## src/gblr_pkg.sv

```systemverilog
// gblr_pkg: shared constants, types and codes for the line blur block
// used by gblr_lane and gaussian_line_blur_edge_renorm; no dependencies
package gblr_pkg;

    // defaults for the top-level parameters
    localparam int DEF_MAX_TAPS = 15;
    localparam int DEF_CHANNELS = 4;
    localparam int DEF_LINE_MAX = 4096;

    // fixed field widths, lane count and result cap
    localparam int PIX_W   = 8;
    localparam int COEF_W  = 16;
    localparam int LANES   = 4;
    localparam int RESULT_CAP = 8;

    // quotient bits of the edge divider, top bit flags saturation
    localparam int DIV_BITS = 9;

    // round-half-up offset for Q1.15
    localparam int ROUND_HALF = 16384;

    // register indexes of the write port
    localparam logic [1:0] REG_HALF_TAPS = 2'd0;
    localparam logic [1:0] REG_COEF_NEAR = 2'd1;
    localparam logic [1:0] REG_COEF_FAR  = 2'd2;

    // register reset values
    localparam logic [2:0]  RST_HALF_TAPS = 3'd0;
    localparam logic [63:0] RST_COEF_NEAR = 64'd32768;
    localparam logic [63:0] RST_COEF_FAR  = 64'd0;

    // sequencer states
    typedef enum logic [2:0] {
        ST_IDLE,
        ST_CHECK,
        ST_ACC,
        ST_FIN,
        ST_DIV,
        ST_OUT
    } state_t;

    // how a lane forms its result byte
    typedef enum logic [1:0] {
        RES_ROUND,
        RES_DIV,
        RES_ZERO
    } res_sel_t;

    // control from the sequencer to every lane
    typedef struct packed {
        logic       clr;
        logic       mac;
        logic       div_ld;
        logic       div_step;
        logic [3:0] div_k;
        res_sel_t   sel;
    } lane_ctrl_t;

endpackage

```

## src/gblr_lane.sv

```systemverilog
// gblr_lane: one channel lane, tap accumulator plus bit-serial edge divider
// depends on gblr_pkg
module gblr_lane #(
    parameter int SUM_W   = 28,
    parameter int SCALE_W = 20
) (
    input  logic                         aclk,
    input  gblr_pkg::lane_ctrl_t         ctrl,
    input  logic [gblr_pkg::PIX_W-1:0]   px,
    input  logic [gblr_pkg::COEF_W-1:0]  w,
    input  logic [SCALE_W-1:0]           scale,
    output logic [gblr_pkg::PIX_W-1:0]   res
);

    localparam int NUM_W = SUM_W + 2;
    localparam int RND_W = SUM_W + 1;

    logic [SUM_W-1:0]              sum_reg;
    logic [NUM_W-1:0]              rem_reg;
    logic [gblr_pkg::DIV_BITS-1:0] q_reg;

    logic [NUM_W-1:0] dsh;
    logic             fits;
    logic [RND_W-1:0] rnd;
    logic [RND_W-16:0] rnd_q;

    // shifted divisor 2*scale << k
    assign dsh  = NUM_W'(scale) << (ctrl.div_k + 4'd1);
    assign fits = rem_reg >= dsh;

    // weighted sum over in-line taps
    always_ff @(posedge aclk) begin
        if (ctrl.clr) begin
            sum_reg <= '0;
        end else if (ctrl.mac) begin
            sum_reg <= sum_reg + SUM_W'(w * px);
        end
    end

    // restoring division, one quotient bit per cycle, msb first
    always_ff @(posedge aclk) begin
        if (ctrl.div_ld) begin
            rem_reg <= (NUM_W'(sum_reg) << 1) + NUM_W'(scale);
            q_reg   <= '0;
        end else if (ctrl.div_step) begin
            if (fits) begin
                rem_reg <= rem_reg - dsh;
            end
            q_reg <= {q_reg[gblr_pkg::DIV_BITS-2:0], fits};
        end
    end

    // full-kernel rounding
    assign rnd   = RND_W'(sum_reg) + RND_W'(gblr_pkg::ROUND_HALF);
    assign rnd_q = rnd[RND_W-1:15];

    // result select with clamp
    always_comb begin
        case (ctrl.sel)
            gblr_pkg::RES_ROUND: res = (|rnd_q[RND_W-16:8]) ? 8'hFF : rnd_q[7:0];
            gblr_pkg::RES_DIV:   res = q_reg[8] ? 8'hFF : q_reg[7:0];
            default:             res = '0;
        endcase
    end

endmodule

```

## src/gaussian_line_blur_edge_renorm.sv

```systemverilog
// Streaming 1-D symmetric blur over one image line, four 8-bit channels per
// pixel, one channel lane each, summing one tap per cycle. After a pixel is
// accepted, every blurred pixel it makes due passes a check state, the tap
// loop over the 2*half_taps+1 taps, a finish state, a bit-serial division
// over nine quotient bits when taps fall outside the line and the in-line
// weights are not all zero, and an output state held until the beat is
// taken; one more check closes the item, and no new pixel is taken before
// that. Results trail input by half_taps pixels; the beat with tlast flushes
// the line. No clearing pass follows reset.
// depends on gblr_pkg and gblr_lane
module gaussian_line_blur_edge_renorm #(
    parameter int MAX_TAPS = gblr_pkg::DEF_MAX_TAPS,
    parameter int CHANNELS = gblr_pkg::DEF_CHANNELS,
    parameter int LINE_MAX = gblr_pkg::DEF_LINE_MAX
) (
    input  logic        aclk,
    input  logic        aresetn,
    input  logic        cfg_we,
    input  logic [1:0]  cfg_index,
    input  logic [63:0] cfg_wdata,
    input  logic        s_tvalid,
    output logic        s_tready,
    input  logic [31:0] s_tdata,   // chan_a_in, chan_b_in, chan_c_in, chan_d_in
    input  logic        s_tlast,   // line_end_in
    output logic        m_tvalid,
    input  logic        m_tready,
    output logic [31:0] m_tdata,   // chan_a_out, chan_b_out, chan_c_out, chan_d_out
    output logic        m_tlast    // line_end_out
);

    localparam int CNT_W   = $clog2(LINE_MAX + 1);
    localparam int PW      = CNT_W + 2;
    localparam int IDX_W   = (MAX_TAPS > 1) ? $clog2(MAX_TAPS) : 1;
    localparam int HLIM    = (MAX_TAPS - 1) / 2;
    localparam int SUM_W   = $clog2(MAX_TAPS * 65535 * 255 + 1);
    localparam int SCALE_W = $clog2(MAX_TAPS * 65535 + 1);

    gblr_pkg::state_t state_reg, state_next;

    logic [2:0]  half_reg;
    logic [63:0] near_reg, far_reg;
    logic [31:0] win_reg [MAX_TAPS];
    logic [CNT_W-1:0] rcv_reg, em_reg;
    logic        end_reg;
    logic [2:0]  h_reg;
    logic [3:0]  n_reg;
    logic signed [4:0] j_reg;
    logic [3:0]  inside_reg;
    logic [SCALE_W-1:0] scale_reg;
    logic [3:0]  step_reg;
    gblr_pkg::res_sel_t sel_reg, sel_next;

    logic [2:0]       h_eff;
    logic [CNT_W-1:0] rcv_a, em_a, rcv_b, em_b;
    logic [CNT_W-1:0] d;
    logic             go;
    logic [PW-1:0]    pos_s;
    logic [CNT_W:0]   pos_u;
    logic             tap_ok;
    logic [IDX_W-1:0] idx;
    logic [4:0]       j_abs;
    logic [2:0]       k;
    logic [15:0]      w;
    logic [31:0]      tap_px;
    logic             full;
    logic             s_acc, m_acc;
    gblr_pkg::lane_ctrl_t ctrl;
    logic [7:0]       lane_res [gblr_pkg::LANES];

    assign s_acc = s_tvalid && s_tready;
    assign m_acc = m_tvalid && m_tready;

    // half width limited by the window
    assign h_eff = (32'(half_reg) < HLIM) ? half_reg : HLIM[2:0];

    // counter update on an accepted beat, over-long lines step back
    always_comb begin
        rcv_a = rcv_reg;
        em_a  = em_reg;
        if (rcv_reg >= CNT_W'(LINE_MAX)) begin
            rcv_a = CNT_W'(LINE_MAX - 1);
            if (em_reg > rcv_a) begin
                em_a = rcv_a;
            end else if (em_reg != '0) begin
                em_a = em_reg - 1'b1;
            end
        end
        rcv_b = rcv_a + 1'b1;
        em_b  = (em_a > rcv_b) ? rcv_b : em_a;
    end

    // distance of the next pending pixel from the newest one
    assign d  = rcv_reg - em_reg - 1'b1;
    assign go = (rcv_reg > em_reg) && (n_reg < 4'(gblr_pkg::RESULT_CAP))
                && (end_reg || (d >= CNT_W'(h_reg)));

    // tap position and in-line test
    assign pos_s  = PW'(d) + {{(PW-5){j_reg[4]}}, j_reg};
    assign pos_u  = pos_s[PW-2:0];
    assign tap_ok = !pos_s[PW-1] && (pos_u < (CNT_W+1)'(MAX_TAPS))
                    && (pos_u < {1'b0, rcv_reg});
    assign idx    = pos_u[IDX_W-1:0];
    assign tap_px = tap_ok ? win_reg[idx] : '0;

    // coefficient of tap distance |j|
    assign j_abs = j_reg[4] ? 5'(-j_reg) : 5'(j_reg);
    assign k     = j_abs[2:0];
    always_comb begin
        case (k[1:0])
            2'd0:    w = k[2] ? far_reg[15:0]  : near_reg[15:0];
            2'd1:    w = k[2] ? far_reg[31:16] : near_reg[31:16];
            2'd2:    w = k[2] ? far_reg[47:32] : near_reg[47:32];
            default: w = k[2] ? far_reg[63:48] : near_reg[63:48];
        endcase
    end

    assign full = inside_reg == {h_reg, 1'b1};

    // next state
    always_comb begin
        state_next = state_reg;
        unique case (state_reg)
            gblr_pkg::ST_IDLE:  if (s_acc) state_next = gblr_pkg::ST_CHECK;
            gblr_pkg::ST_CHECK: state_next = go ? gblr_pkg::ST_ACC : gblr_pkg::ST_IDLE;
            gblr_pkg::ST_ACC: begin
                if (j_reg == $signed({2'b00, h_reg})) state_next = gblr_pkg::ST_FIN;
            end
            gblr_pkg::ST_FIN: begin
                if (full || scale_reg == '0) state_next = gblr_pkg::ST_OUT;
                else                         state_next = gblr_pkg::ST_DIV;
            end
            gblr_pkg::ST_DIV:   if (step_reg == '0) state_next = gblr_pkg::ST_OUT;
            gblr_pkg::ST_OUT:   if (m_tready) state_next = gblr_pkg::ST_CHECK;
            default:            state_next = gblr_pkg::ST_IDLE;
        endcase
    end

    // outputs and lane control
    always_comb begin
        s_tready      = 1'b0;
        m_tvalid      = 1'b0;
        sel_next      = sel_reg;
        ctrl.clr      = 1'b0;
        ctrl.mac      = 1'b0;
        ctrl.div_ld   = 1'b0;
        ctrl.div_step = 1'b0;
        ctrl.div_k    = step_reg;
        ctrl.sel      = sel_reg;
        unique case (state_reg)
            gblr_pkg::ST_IDLE:  s_tready = 1'b1;
            gblr_pkg::ST_CHECK: ctrl.clr = go;
            gblr_pkg::ST_ACC:   ctrl.mac = tap_ok;
            gblr_pkg::ST_FIN: begin
                if (full) begin
                    sel_next = gblr_pkg::RES_ROUND;
                end else if (scale_reg == '0) begin
                    sel_next = gblr_pkg::RES_ZERO;
                end else begin
                    sel_next    = gblr_pkg::RES_DIV;
                    ctrl.div_ld = 1'b1;
                end
            end
            gblr_pkg::ST_DIV:   ctrl.div_step = 1'b1;
            gblr_pkg::ST_OUT:   m_tvalid = 1'b1;
            default: ;
        endcase
    end

    // control registers
    always_ff @(posedge aclk) begin
        if (!aresetn) begin
            state_reg <= gblr_pkg::ST_IDLE;
            half_reg  <= gblr_pkg::RST_HALF_TAPS;
            near_reg  <= gblr_pkg::RST_COEF_NEAR;
            far_reg   <= gblr_pkg::RST_COEF_FAR;
            rcv_reg   <= '0;
            em_reg    <= '0;
            n_reg     <= '0;
            sel_reg   <= gblr_pkg::RES_ZERO;
        end else begin
            state_reg <= state_next;
            sel_reg   <= sel_next;
            if (cfg_we) begin
                unique case (cfg_index)
                    gblr_pkg::REG_HALF_TAPS: half_reg <= cfg_wdata[2:0];
                    gblr_pkg::REG_COEF_NEAR: near_reg <= cfg_wdata;
                    gblr_pkg::REG_COEF_FAR:  far_reg  <= cfg_wdata;
                    default: ;
                endcase
            end
            if (s_acc) begin
                rcv_reg <= rcv_b;
                em_reg  <= em_b;
                n_reg   <= '0;
            end
            if (state_reg == gblr_pkg::ST_CHECK && !go && end_reg) begin
                rcv_reg <= '0;
                em_reg  <= '0;
            end
            if (m_acc) begin
                em_reg <= em_reg + 1'b1;
                n_reg  <= n_reg + 1'b1;
            end
        end
    end

    // pixel window and per-pixel working registers
    always_ff @(posedge aclk) begin
        if (s_acc) begin
            for (int i = MAX_TAPS - 1; i > 0; i--) begin
                win_reg[i] <= win_reg[i-1];
            end
            win_reg[0] <= s_tdata;
            end_reg    <= s_tlast;
            h_reg      <= h_eff;
        end
        if (ctrl.clr) begin
            j_reg      <= -$signed({2'b00, h_reg});
            inside_reg <= '0;
            scale_reg  <= '0;
        end
        if (state_reg == gblr_pkg::ST_ACC) begin
            j_reg <= j_reg + 5'sd1;
            if (tap_ok) begin
                inside_reg <= inside_reg + 1'b1;
                scale_reg  <= scale_reg + SCALE_W'(w);
            end
        end
        if (ctrl.div_ld) begin
            step_reg <= 4'(gblr_pkg::DIV_BITS - 1);
        end else if (ctrl.div_step) begin
            step_reg <= step_reg - 1'b1;
        end
    end

    // channel lanes
    for (genvar c = 0; c < gblr_pkg::LANES; c++) begin : g_lane
        if (c < CHANNELS) begin : g_on
            gblr_lane #(
                .SUM_W   (SUM_W),
                .SCALE_W (SCALE_W)
            ) u_lane (
                .aclk  (aclk),
                .ctrl  (ctrl),
                .px    (tap_px[8*c +: 8]),
                .w     (w),
                .scale (scale_reg),
                .res   (lane_res[c])
            );
        end else begin : g_off
            assign lane_res[c] = '0;
        end
    end

    // merge lane results into the output beat
    assign m_tdata = {lane_res[3], lane_res[2], lane_res[1], lane_res[0]};
    assign m_tlast = end_reg && (d == '0);

endmodule

```

## config.mk

```make
export PLATFORM = sky130hd
export DESIGN_NAME = gaussian_line_blur_edge_renorm
export DESIGN_NICKNAME = d
export VERILOG_FILES = /design/src/gblr_pkg.sv /design/src/gblr_lane.sv /design/src/gaussian_line_blur_edge_renorm.sv
export SDC_FILE = /design/constraint.sdc
export NUM_CORES = 2
export LEC_CHECK = 0
export ABC_CLOCK_PERIOD_IN_PS = 31500
export BUFFER_PORTS_ARGS = -buffer_cell sky130_fd_sc_hd__buf_2
export CORE_UTILIZATION = 70
export CTS_BUF_LIST = sky130_fd_sc_hd__clkbuf_8
export DETAILED_ROUTE_END_ITERATION = 12
export PLACE_DENSITY_LB_ADDON = 0.2
export SLEW_MARGIN = 20
export SYNTH_ARGS = -nofsm -noshare
export SYNTH_HDL_FRONTEND = slang
export SYNTH_SLANG_ARGS = --single-unit
```

## constraint.sdc

```tcl
create_clock -name aclk -period 31.5 [get_ports aclk]
set_input_delay 1.575 -clock aclk [delete_from_list [all_inputs] [get_ports aclk]]
set_output_delay 1.575 -clock aclk [all_outputs]
set_load 0.05 [all_outputs]
```

* Word level (Yosys, flattened, before mapping)
Memory sizes are Yosys's and may differ from the RTL's. Index checks and enable logic that the tools add are counted.
Operators by class: add/sub/neg operators 30, multipliers 4, order comparisons 13, equality and inequality tests 16, shift-type cells 1, multiplexer cells 68, bitwise logic cells 1, reduce and logical (&&, ||, !) cells 42
Operators by type and width (count):
- 2-to-1 mux 30 bit | 12
- adder 29 x 20 -> 30 bit | 4
- greater-or-equal comparator 30 bit | 4
- subtractor 30 bit | 4
- adder 28 x 15 -> 29 bit, second input constant | 4
- adder 28 x 24 -> 28 bit | 4
- 2-to-1 mux 13 bit | 8
- multiplier 16 x 8 -> 24 bit | 4
- 2-to-1 mux 16 bit | 4
- 2-to-1 mux 8 bit | 8
- case mux 8 bit (2 select lines) | 4
- 2-to-1 mux 20 bit | 3
- case mux 16 bit (3 select lines) | 1
- 2-to-1 mux 32 bit | 1
- left shift 20 x 4 -> 30 bit | 1
- adder 13 x 1 -> 13 bit, second input constant | 2
- greater-than comparator 13 bit | 2
- subtractor 13 x 1 -> 13 bit, second input constant | 2
- OR reduction 6 bit | 4
- adder 20 x 16 -> 20 bit | 1
- logical NOT 20 bit | 1
- 2-to-1 mux 4 bit | 5
- case mux 3 bit (6 select lines) | 1
- adder 14 x 5 -> 15 bit | 1
- other kinds (39) | 90
Storage, ports and cells: register bits 471, RAM bits 480, input bits 104, output and inout port bits 35, word-level logic and storage cells 202, memories kept 1
Memories:
- win_reg | depth 15, width 32, read ports 15, clocked after memory_dff 0, wr ports 15, RTL line gaussian_line_blur_edge_renorm.sv:42 | logic [31:0] win_reg [MAX_TAPS];

* Logic depth before layout (Yosys ltp)
depth after elaboration 10, mapped depth 48, depth with buffers taken out 44

* Cells and area by module
A second synthesis with hierarchy kept.
Second synthesis, totals: cells, all modules 7941, area, all modules 75737.6 µm²
Modules (own cells, without submodules):
- gaussian_line_blur_edge_renorm | instances 1, cells each 2428, area an instance 30615.6 µm²
- gblr_lane (g_lane[1].g_on.u_lane ...) | instances 2, cells each 1364, area an instance 11202.0 µm²
- gblr_lane (g_lane[3].g_on.u_lane) | instances 1, cells each 1393, area an instance 11422.2 µm²
- gblr_lane (g_lane[0].g_on.u_lane) | instances 1, cells each 1392, area an instance 11295.8 µm²

* Least setup slack after synthesis
No wires, ideal clock.
kind register to register, start register state_reg[1], end register end_reg, enable pin, library setup time 1.036 ns, arrival 15.294 ns, required time 30.464 ns, path slack 15.170 ns, stages on the path, launching flop included 6, path buffers 2, period minus slack after synthesis 16.330 ns, cell sequence dfxtp_1 clkbuf_1 nor3_1 nand2_1 inv_1 clkbuf_1
Between the ends: word-level cells in the longest chain between the ends 3
RTL lines:
- from (decl) | RTL line gaussian_line_blur_edge_renorm.sv:38 | gblr_pkg::state_t state_reg, state_next;
- from (signal assigned) | RTL line gaussian_line_blur_edge_renorm.sv:172 | state_reg <= gblr_pkg::ST_IDLE;
- from (signal assigned) | RTL line gaussian_line_blur_edge_renorm.sv:181 | state_reg <= state_next;
- logical NOT 3 bit | RTL line gaussian_line_blur_edge_renorm.sv:149 | unique case (state_reg)
- 2-to-1 mux 1 bit | RTL line gaussian_line_blur_edge_renorm.sv:149
- named net s_tready | RTL line gaussian_line_blur_edge_renorm.sv:22 | output logic s_tready,
- logical AND 1 bit | RTL line gaussian_line_blur_edge_renorm.sv:70 | assign s_acc = s_tvalid && s_tready;
- named net s_acc | RTL line gaussian_line_blur_edge_renorm.sv:66 | logic s_acc, m_acc;
- to (signal assigned) | RTL line gaussian_line_blur_edge_renorm.sv:214 | end_reg <= s_tlast;
- to (decl) | RTL line gaussian_line_blur_edge_renorm.sv:44 | logic end_reg;
The timed path passes the listed nets, and every way through them passes these cells. A chain may end at the register's enable or synchronous reset.

* Worst setup path in the final report
start register em_reg[4], end register g_lane[0].g_on.u_lane.sum_reg[26]
Between the ends: word-level cells in the longest chain between the ends 9
RTL lines:
- from (decl) | RTL line gaussian_line_blur_edge_renorm.sv:43 | logic [CNT_W-1:0] rcv_reg, em_reg;
- from (signal assigned) | RTL line gaussian_line_blur_edge_renorm.sv:193 | em_reg <= em_b;
- from (signal assigned) | RTL line gaussian_line_blur_edge_renorm.sv:201 | em_reg <= em_reg + 1'b1;
- subtractor 13 bit | RTL line gaussian_line_blur_edge_renorm.sv:93 | assign d = rcv_reg - em_reg - 1'b1;
- subtractor 13 x 1 -> 13 bit | RTL line gaussian_line_blur_edge_renorm.sv:93
- adder 14 x 5 -> 15 bit | RTL line gaussian_line_blur_edge_renorm.sv:98 | assign pos_s = PW'(d) + {{(PW-5){j_reg[4]}}, j_reg};
- < comparator 14 x 4 -> 1 bit or logical NOT 1 bit (tied branches) | RTL line gaussian_line_blur_edge_renorm.sv:100 | assign tap_ok = !pos_s[PW-1] && (pos_u < (CNT_W+1)'(MAX_TAPS))
- logical AND 1 bit | RTL line gaussian_line_blur_edge_renorm.sv:100
- logical AND 1 bit | RTL line gaussian_line_blur_edge_renorm.sv:101 | && (pos_u < {1'b0, rcv_reg});
- 2-to-1 mux 32 bit | RTL line gaussian_line_blur_edge_renorm.sv:103 | assign tap_px = tap_ok ? win_reg[idx] : '0;
- multiplier 16 x 8 -> 24 bit | RTL line gblr_lane.sv:36 | sum_reg <= sum_reg + SUM_W'(w * px);
- adder 28 x 24 -> 28 bit | RTL line gblr_lane.sv:36
- to (signal assigned) | RTL line gblr_lane.sv:36
- to (decl) | RTL line gblr_lane.sv:18 | logic [SUM_W-1:0] sum_reg;
Parallel ways exist; a longest one is shown, timed or not.

==> impl_metrics.toml <==
[outcome]
run_status = "finished clean"

[clock_network]
cts_buffers = 159
h_tree_depth = 4
cts_sinks = 951
cts.repair_timing.setup_buffer_count = 0
clk_pin_slew_worst_paths_ns = 0.07
postCtsHoldBufs = 0
ctsResizeCount = 0
clkLatencyLatePin_ns = 0.90
clock_tree_from_tritoncts = "yes"
clockBufferDepth = 3
root_buffer = "sky130_fd_sc_hd__clkbuf_8"

[cells_and_area]
synthToLayoutAreaGrowth_pct = 7.12
ff_latch_area_sq_um = 25100
number_of_nets_in_the_layout = 8497
layout_cell_share_with_drive_strength_beyond_1_pct = 8.97
finish.utilization_pct = 75.9
multiInputGateArea_sq_um = 41900
num-fill-cells = 6937
largest_register_ffs = 480

[routing]
route.detailed.drc = 0
drt-initial-drc-count = 5638
vias = 55900
route.detailed.wl_per_inst_um = 21.1
route.antenna.remaining_nets = 0
detail_route.wirelength_um = 189000
via_per_inst = 6.23
detail_route.first_pass.iterations = 9

[timing]
tightestPinTransition_ns = 1.31
finalHoldViolations = 0
finalCritPeriodShare_pct = 35.8
period_needed_ns = 11.28
fin_ws_ns = 20.22
clock-skew-final_ns = 0.0618
report.final.setup_viol = 0
max_freq_mhz = 88.7
slew_violations = 0
grt_setup_unrepaired = "no"
worst_slew_margin_rel_pct = 12.2
finalSetupTns_ns = 0

[worst_setup_path]
worstSetupStartpointType = "register"
cp_slowest_cell = "sky130_fd_sc_hd__nor2_1"
worst_r2r_path_depth = 40
critical_path_required_ns = 32.21
endpoint_of_the_worst_slack_reg_to_reg_timing_path = "g_lane[0].g_on.u_lane.sum_reg[26]"
ff2ff_setup_slack_ns = 20.22
critPathMostFrequentCell = "sky130_fd_sc_hd__o21a_1"
end_kind = "register"
cp_slowest_stage_delay_ns = 0.89
worstPathMaxFanout = 36
critPathKind = "register to register"
arrival_ns = 11.99
critical_path.reg2reg.startpoint = "em_reg[4]"

[grt]
vias_in_the_first_global_route = 54300
grt_start_max_net_pins = 211
grt_antenna_before_repair = 6
globalRouteOverflowTotal = 0
wire_length_of_the_first_global_routing_pass_um = 296000
grt_util_all_layers_pct = 36.8

[min_path]
worst_hold_path_type = "register to register"
hold_path.startpoint = "win_reg[10][1]"
hold_path_end = "win_reg[11][1]"
whs_path_depth = 0

[logic_synthesis]
total_standard_cell_area_after_synthesis_sq_um = 71200
synth.net_count = 8466
synth_sequential_area_ratio_pct = 35.3
mapped_cells = 7446
warnings_from_yosys = 0
syn_avg_cell_area_sq_um = 9.56
yosys.cell_types.count = 82
asyncSetResetFlopFracSynth_pct = 0
ys_dominant_reg_cell = "sky130_fd_sc_hd__edfxtp_1"
synth_seq_cells = 951
synth_enable_flop_cells = 609

[floorplanning]
num_rows = 116
start_util_pct = 70.9
floorplan.io_pins = 139
floorplan.die.width_um = 321
fp.coreArea_sq_um = 100000
die_h_um = 321
dieArea_sq_um = 103000

[placement]
pre_cts_slack_ns = 20.47
final_wtd_congestion = 0.969
place.detailed.hpwl_um = 138000
port_buffers = 138

[job]
maxCapViolations = 0

[power_and_ir_drop]
cellLeakagePower_nw = 32.7
p_per_area_nw_per_um2 = 97.6
ir_worst_vdd_mv = 0.189
[cell type report]
| class | instances | area share, % |
|---|---|---|
| Clock buffer | 173 | 3.12 |
| Multi-Input combinational cell | 5331 | 54.9 |
| Antenna cell | 3 | 0.00985 |
| Inverter | 819 | 4.05 |
| Sequential cell | 951 | 33.0 |
| Clock inverter | 112 | 1.02 |
| Tap cell | 1357 | 2.23 |
| Timing Repair Buffer | 215 | 1.70 |
[power breakdown]
group          total (W)  switching (W)  internal (W)
clock            0.00111       0.000542      0.000572
sequential       0.00190       0.000156       0.00175
combinational    0.00442        0.00296       0.00147
[how the worst max path moves through the flow]
stage / slack (ns) / end / cells after the start / startpoint
floorplan: 15.17 / end_reg / 5 / state_reg[1]
global placement: 20.58 / g_lane[0].g_on.u_lane.sum_reg[26] / 40 / em_reg[0]
detailed placement: 20.47 / g_lane[1].g_on.u_lane.sum_reg[27] / 40 / em_reg[0]
CTS: 20.44 / g_lane[0].g_on.u_lane.sum_reg[26] / 39 / em_reg[0]
global route: 19.53 / g_lane[0].g_on.u_lane.sum_reg[26] / 42 / em_reg[4]
finish: 20.22 / g_lane[0].g_on.u_lane.sum_reg[26] / 40 / em_reg[4]
[per-stage QoR]
step	hold WS, ns	instances	total power [W]	instance area [sq um]
floorplan	0.421	7446	0.00499	71200
global placement	0.424	8673	0.00609	73100
detailed placement	0.428	8673	0.00622	73100
CTS	0.416	8958	0.00736	76200
global route	0.438	8961	0.00780	76200
finish	0.415	8961	0.00744	76200
[critical path: cells and delay by family, from the launching register on]
family,cells,cell delay [ns]
AO/OA/AOI/OAI,16,3.82
adder cells (fa/ha/maj),8,3.62
AND/OR/NAND/NOR,7,1.59
buffers and inverters,6,1.07
flip-flops,1,0.52
XOR/XNOR,3,0.48
[synth_stat cells (49+ instances only)]
master / n / area (sq um)
sky130_fd_sc_hd__mux4_2: 141 / 3180
sky130_fd_sc_hd__or2_2: 54 / 338
sky130_fd_sc_hd__nand2_1: 910 / 3420
sky130_fd_sc_hd__nor3_1: 92 / 460
sky130_fd_sc_hd__nor2_1: 719 / 2700
sky130_fd_sc_hd__a31oi_1: 49 / 307
sky130_fd_sc_hd__fa_1: 435 / 8710
sky130_fd_sc_hd__o21ai_0: 252 / 1260
sky130_fd_sc_hd__clkbuf_1: 273 / 1020
sky130_fd_sc_hd__nand3_1: 129 / 646
sky130_fd_sc_hd__inv_1: 817 / 3070
sky130_fd_sc_hd__a21oi_1: 591 / 2960
sky130_fd_sc_hd__nor2b_1: 53 / 332
sky130_fd_sc_hd__o21a_1: 52 / 390
sky130_fd_sc_hd__a21o_1: 123 / 923
sky130_fd_sc_hd__and3_1: 57 / 357
sky130_fd_sc_hd__ha_1: 481 / 6020
sky130_fd_sc_hd__dfxtp_1: 342 / 6850
sky130_fd_sc_hd__xor2_1: 133 / 1160
sky130_fd_sc_hd__nand2b_1: 121 / 757
sky130_fd_sc_hd__edfxtp_1: 609 / 18300
sky130_fd_sc_hd__buf_1: 50 / 188
sky130_fd_sc_hd__mux2i_1: 107 / 1070
sky130_fd_sc_hd__xnor2_1: 221 / 1940
sky130_fd_sc_hd__a211oi_1: 151 / 1130
[layout by cell type (no fill, tap or decap), types with 57 or more instances in the layout]
cell,synthesis,routed
sky130_fd_sc_hd__nand2_1,910,910
sky130_fd_sc_hd__inv_1,817,872
sky130_fd_sc_hd__nor2_1,719,717
sky130_fd_sc_hd__edfxtp_1,609,609
sky130_fd_sc_hd__a21oi_1,591,591
sky130_fd_sc_hd__ha_1,481,480
sky130_fd_sc_hd__fa_1,435,434
sky130_fd_sc_hd__dfxtp_1,342,342
sky130_fd_sc_hd__o21ai_0,252,245
sky130_fd_sc_hd__xnor2_1,221,220
sky130_fd_sc_hd__clkbuf_8,0,173
sky130_fd_sc_hd__a211oi_1,151,143
sky130_fd_sc_hd__mux4_2,141,141
sky130_fd_sc_hd__buf_2,20,138
sky130_fd_sc_hd__xor2_1,133,130
sky130_fd_sc_hd__nand3_1,129,129
sky130_fd_sc_hd__a21o_1,123,123
sky130_fd_sc_hd__nand2b_1,121,119
sky130_fd_sc_hd__mux2i_1,107,106
sky130_fd_sc_hd__nor3_1,92,92
sky130_fd_sc_hd__buf_4,2,75
sky130_fd_sc_hd__and3_1,57,57
[logic make-up (layout without fill, tap and decap cells)]
family / Yosys count / after routing / synth area share [%]
flip-flops: 951 / 951 / 35.3
buffers and inverters: 1164 / 1319 / 6.18
XOR/XNOR: 355 / 355 / 4.38
AND/OR/NAND/NOR: 2308 / 2308 / 14.3
other: 0 / 3 / 0
adder cells (fa/ha/maj): 916 / 916 / 20.7
multiplexers: 257 / 257 / 6.11
AO/OA/AOI/OAI: 1495 / 1495 / 13.0
[layer usage]
metal / part of all wire (%) / up-vias / track usage (%)
li1: - / 25800 / -
met1: 40 / 26800 / 49.1
met2: 44 / 2736 / 56.3
met3: 9.8 / 514 / 8.24
met4: 5.6 / 6 / 19.9
met5: 0.024 / - / 0
Power figures use the tool's default switching activity.
